$ cat src/rtl/core/erm_pkg.sv
package erm_pkg;

    typedef logic signed [31:0] trig_t;
    typedef logic signed [15:0] elem_t;
    typedef logic signed [31:0] pos_t;

    localparam int ATAN_ENTRIES = 24;
    localparam int LANE_W = 34;
    localparam int ANG_W = 36;

    localparam logic signed [LANE_W-1:0] CORDIC_GAIN = 34'sd652032874;
    localparam logic signed [ANG_W-1:0] PI_Q30 = 36'sd3373259426;
    localparam logic signed [ANG_W-1:0] HALF_PI_Q30 = 36'sd1686629713;

    localparam logic signed [15:0] ELEM_MAX = 16'sd16384;
    localparam logic signed [15:0] ELEM_MIN = -16'sd16384;

    function automatic logic signed [ANG_W-1:0] atan_q30(input int idx);
        logic [31:0] v;
        case (idx)
            0: v = 32'h3243F6A8;
            1: v = 32'h1DAC6705;
            2: v = 32'h0FADBAFC;
            3: v = 32'h07F56EA6;
            4: v = 32'h03FEAB76;
            5: v = 32'h01FFD55B;
            6: v = 32'h00FFFAAA;
            7: v = 32'h007FFF55;
            8: v = 32'h003FFFEA;
            9: v = 32'h001FFFFD;
            10: v = 32'h000FFFFF;
            11: v = 32'h0007FFFF;
            12: v = 32'h0003FFFF;
            13: v = 32'h0001FFFF;
            14: v = 32'h0000FFFF;
            15: v = 32'h00007FFF;
            16: v = 32'h00003FFF;
            17: v = 32'h00001FFF;
            18: v = 32'h00000FFF;
            19: v = 32'h000007FF;
            20: v = 32'h000003FF;
            21: v = 32'h000001FF;
            22: v = 32'h000000FF;
            23: v = 32'h0000007F;
            default: v = 32'h0;
        endcase
        return $signed({4'b0000, v});
    endfunction

    // Q2.30 product rounded to nearest, ties upward.
    function automatic trig_t mul30(input trig_t a, input trig_t b);
        logic signed [63:0] p;
        logic signed [63:0] r;
        p = a * b;
        r = (p + 64'sd536870912) >>> 30;
        return r[31:0];
    endfunction

    // Sum or difference of two Q2.30 values, rounded and clamped to Q2.14.
    function automatic elem_t q14(input trig_t a, input trig_t b, input logic sub);
        logic signed [33:0] ea;
        logic signed [33:0] eb;
        logic signed [33:0] s;
        logic signed [33:0] r;
        ea = {{2{a[31]}}, a};
        eb = {{2{b[31]}}, b};
        s = sub ? (ea - eb) : (ea + eb);
        r = (s + 34'sd32768) >>> 16;
        if (r > 34'sd16384)
            return ELEM_MAX;
        else if (r < -34'sd16384)
            return ELEM_MIN;
        else
            return r[15:0];
    endfunction

endpackage

$ cat src/rtl/core/erm_cordic.sv
module erm_cordic #(
    parameter int STEPS = 16
) (
    input  logic clk,
    input  logic en,
    input  logic signed [15:0] angle,
    output erm_pkg::trig_t cos_q30,
    output erm_pkg::trig_t sin_q30
);
    import erm_pkg::*;

    logic signed [LANE_W-1:0] x_reg [0:STEPS];
    logic signed [LANE_W-1:0] y_reg [0:STEPS];
    logic signed [ANG_W-1:0] z_reg [0:STEPS];
    logic neg_reg [0:STEPS];

    logic signed [ANG_W-1:0] z_in;
    logic signed [ANG_W-1:0] z0_next;
    logic neg0_next;
    logic signed [LANE_W-1:0] x_out;
    logic signed [LANE_W-1:0] y_out;

    assign z_in = {{(ANG_W-33){angle[15]}}, angle, 17'b0};

    // Angles beyond a quarter turn are folded by pi and the results negated.
    always_comb
    begin
        z0_next = z_in;
        neg0_next = 1'b0;
        if (z_in > HALF_PI_Q30)
        begin
            z0_next = z_in - PI_Q30;
            neg0_next = 1'b1;
        end
        else if (z_in < -HALF_PI_Q30)
        begin
            z0_next = z_in + PI_Q30;
            neg0_next = 1'b1;
        end
    end

    always_ff @(posedge clk)
    begin
        if (en)
        begin
            x_reg[0] <= CORDIC_GAIN;
            y_reg[0] <= '0;
            z_reg[0] <= z0_next;
            neg_reg[0] <= neg0_next;
        end
    end

    for (genvar k = 0; k < STEPS; k++)
    begin : g_iter
        always_ff @(posedge clk)
        begin
            if (en)
            begin
                neg_reg[k+1] <= neg_reg[k];
                if (z_reg[k] >= 0)
                begin
                    x_reg[k+1] <= x_reg[k] - (y_reg[k] >>> k);
                    y_reg[k+1] <= y_reg[k] + (x_reg[k] >>> k);
                    z_reg[k+1] <= z_reg[k] - atan_q30(k);
                end
                else
                begin
                    x_reg[k+1] <= x_reg[k] + (y_reg[k] >>> k);
                    y_reg[k+1] <= y_reg[k] - (x_reg[k] >>> k);
                    z_reg[k+1] <= z_reg[k] + atan_q30(k);
                end
            end
        end
    end

    assign x_out = neg_reg[STEPS] ? -x_reg[STEPS] : x_reg[STEPS];
    assign y_out = neg_reg[STEPS] ? -y_reg[STEPS] : y_reg[STEPS];
    assign cos_q30 = x_out[31:0];
    assign sin_q30 = y_out[31:0];

endmodule

$ cat config.mk
export PLATFORM = sky130hd
export DESIGN_NAME = erm_cordic
export DESIGN_NICKNAME = d
export VERILOG_FILES = /design/src/rtl/core/erm_pkg.sv /design/src/rtl/core/erm_cordic.sv
export SDC_FILE = /design/constraint.sdc
export NUM_CORES = 2
export LEC_CHECK = 0
export BUFFER_PORTS_ARGS = -buffer_cell sky130_fd_sc_hd__buf_2
export CORE_UTILIZATION = 60
export CTS_CLUSTER_DIAMETER = 50
export DETAILED_ROUTE_END_ITERATION = 8
export PLACE_DENSITY = 0.79
export SETUP_SLACK_MARGIN = 0.02
export SLEW_MARGIN = 15
export SYNTH_ARGS = -nofsm -noshare
export SYNTH_HDL_FRONTEND = slang
export SYNTH_SLANG_ARGS = --single-unit
export TNS_END_PERCENT = 20
$ cat constraint.sdc
create_clock -name clk -period 6.3 [get_ports clk]
set_clock_uncertainty 0.15 [all_clocks]
set_input_delay 0.945 -clock clk [delete_from_list [all_inputs] [get_ports clk]]
set_output_delay 0.945 -clock clk [all_outputs]
set_load 0.1 [all_outputs]
==> metrics.txt <==
Netlist cell types=83; Clock Pin Slew Worst Setup and Hold Paths=0.06 ns; Net count, final=approximately 16,000; largest net degree at the start of global routing=roughly 180; fin. max-slew vios=0; drt first pass iters=8; Critical Path, Cell by Cell=inv_1, ha_1, nand2_1, or4_1, or3_1, or3_1, or3_1, or4_1, or4_4, o31ai_1, xnor2_1, buf_2; period utilization=0.958; RSZ-0062 raised after global routing=false; row count=~170; DR WL/cell=19.2 microns; post-CTS sizing=0; Reg2Reg Launch Point=x_reg[4][8]; crit path capture type=output pin; number of vias per cell=approximately 6.3; Post-DP HPWL=roughly 260 mm; DRT antenna net count=0; top cell type's share of synthesized area=0.345; Yosys top cell by area=edfxtp_1; core area=approximately 0.22 sq mm; die area=0.222 sq mm; crit path buf inv count=2; TritonCTS clock tree=built; Die Y-Extent=471 microns; global-route wire length before repair=530 mm; Final Critical Period=roughly 6 ns; ys flop type=edfxtp_1; Worst EP arrival=between 4 and 5 ns; Synth warnings=0; crit-path most repeated cell=or3_1; area grow syn2layout=7.93%; crit path from=y_reg[16][1]; vias in the first global route=99,500; Critical Path RT=between 5 and 6 ns; number of flops mapped to enable cells by yosys=1,515; CTS Buf Count=between 150 and 200; Initial Util=0.606; CP top delay family=simple AND/OR/NAND/NOR gates; GRT overflow=0; status=finished clean; slowest CP cell=or4_1; Fin Hold WS=approximately 0.27 ns; synthesized area=~0.13 sq mm; Vias=around 110k; H-tree levels=4; ys async rst share=0; latest clock arrival within the worst-skew pair=around 0.85 ns; Die W=between 400 and 500 microns; setup TNS=0 ns; synth top area cells=edfxtp_1 34%, ha_1 13%, xnor2_1 8.7%; max reg flops=around 510; clk root buf=clkbuf_16; # setup viols final=0; slowest stage delay, CP=between 0.4 and 0.5 ns; Post CTS Setup Buffer Count=0; min-delay src=neg_reg[1][6]; commonest non-fill, non-tap cell in the layout=edfxtp_1; # hold bufs at CTS=0; worst-path fanout max=3; Ports=slightly above 80; syn_area_per_cell=about 9.3 sq um; initial antenna violation count=4; routed wire length=332 mm; placer congestion estimate=about 0.99; Fin. Hold Viols=0; cells after synthesis=14,100; max_cap viols=0; FMAX=about 170 MHz; Fillers=17,600; worst slew pin tran=roughly 1.2 ns; clock buffer depth=3; layout cell share with drive strength beyond 1=0.0502; Synth Net Count=~16,000; Remaining DRCs=0; GRT Overall Usage=0.291; Seq/Total Area, Yosys=0.345; critical path class=register to output pin; CP startpoint kind=register; most frequent cells in the layout=1,515 x edfxtp_1, 1,367 x a21oi_1, 1,365 x ha_1, 1,309 x xnor2_1, 1,062 x nor2_1; PortBufs=81; worst min path class=register to register; DR iter-0 viols=between 10,000 and 15,000; Yosys reg bits=between 1,500 and 2,000; clock sink total=roughly 1,500; Max-slew headroom=0.195
## worst reg2reg max path, delay by kind of cell (launching register included)
kind / cells / cell delay (ns)
fa+ha+maj: 1 / 0.35
flops: 1 / 0.48
simple gates: 6 / 1.99
xor+xnor: 1 / 0.16
compound gates: 6 / 2.54
## metrics by stage
stage,utilization,setup slack [ns],instances,instance area (sq um)
2_1_floorplan,-,0.142,14100,132000
3_3_place_gp,0.623,0.362,16900,136000
3_5_place_dp,0.623,0.440,16900,136000
4_1_cts,0.654,0.171,17200,142000
5_1_grt,0.654,0.0357,17200,142000
6_report,0.654,0.267,17200,142000
## cell families (layout without fill, tap and decap cells)
kind of cell | Yosys count | after routing | synth area share
AND/OR/NAND/NOR | 3811 | 3811 | 0.140
adder cells (fa/ha/maj) | 1414 | 1414 | 0.136
buffers and inverters | 932 | 1178 | 0.0266
other | 0 | 5 | 0
multiplexers | 133 | 133 | 0.0105
AO/OA/AOI/OAI | 4374 | 4374 | 0.212
flip-flops | 1515 | 1515 | 0.345
XOR/XNOR | 1958 | 1958 | 0.130
## final cells by class
cell class,instances,area (sq um),share of cell area
Antenna cell,5,12.5,0.0000878
Clock buffer,213,5050,0.0355
Clock inverter,156,1680,0.0118
Inverter,613,2300,0.0162
Multi-Input combinational cell,11700,83000,0.583
Sequential cell,1515,45500,0.319
Tap cell,2854,3570,0.0251
Timing Repair Buffer,196,1350,0.00945
## Yosys cell counts, drive strengths merged, types with 180 or more instances
master,number
a21o,676
a21oi,1367
clkbuf,273
edfxtp,1515
ha,1365
inv,602
nand2,891
nand2b,211
nand3,282
nor2,1062
nor3,358
o21a,180
o21ai,830
o21bai,185
xnor2,1309
xor2,649
## final timing paths
| kind | endpoint | slack, ns | depth (start not counted) |
|---|---|---|---|
| setup / recovery | sin_q30[28] | 0.27 | 12 |
| hold / removal | neg_reg[1][7] | 0.27 | 0 |
| setup reg to reg | y_reg[5][33] | 0.42 | 14 |
| hold reg to reg | neg_reg[1][7] | 0.27 | 0 |
## layer usage
layer	vias to the layer above	part of all wire	global-route usage
li1	53000	-	-
met1	50800	0.45	0.407
met2	3681	0.45	0.467
met3	558	0.071	0.0397
met4	2	0.029	0.0869
met5	-	0.000039	0
Power is not shown: default switching activity piles up to over one toggle a cycle in this logic, so the estimate is an artifact.
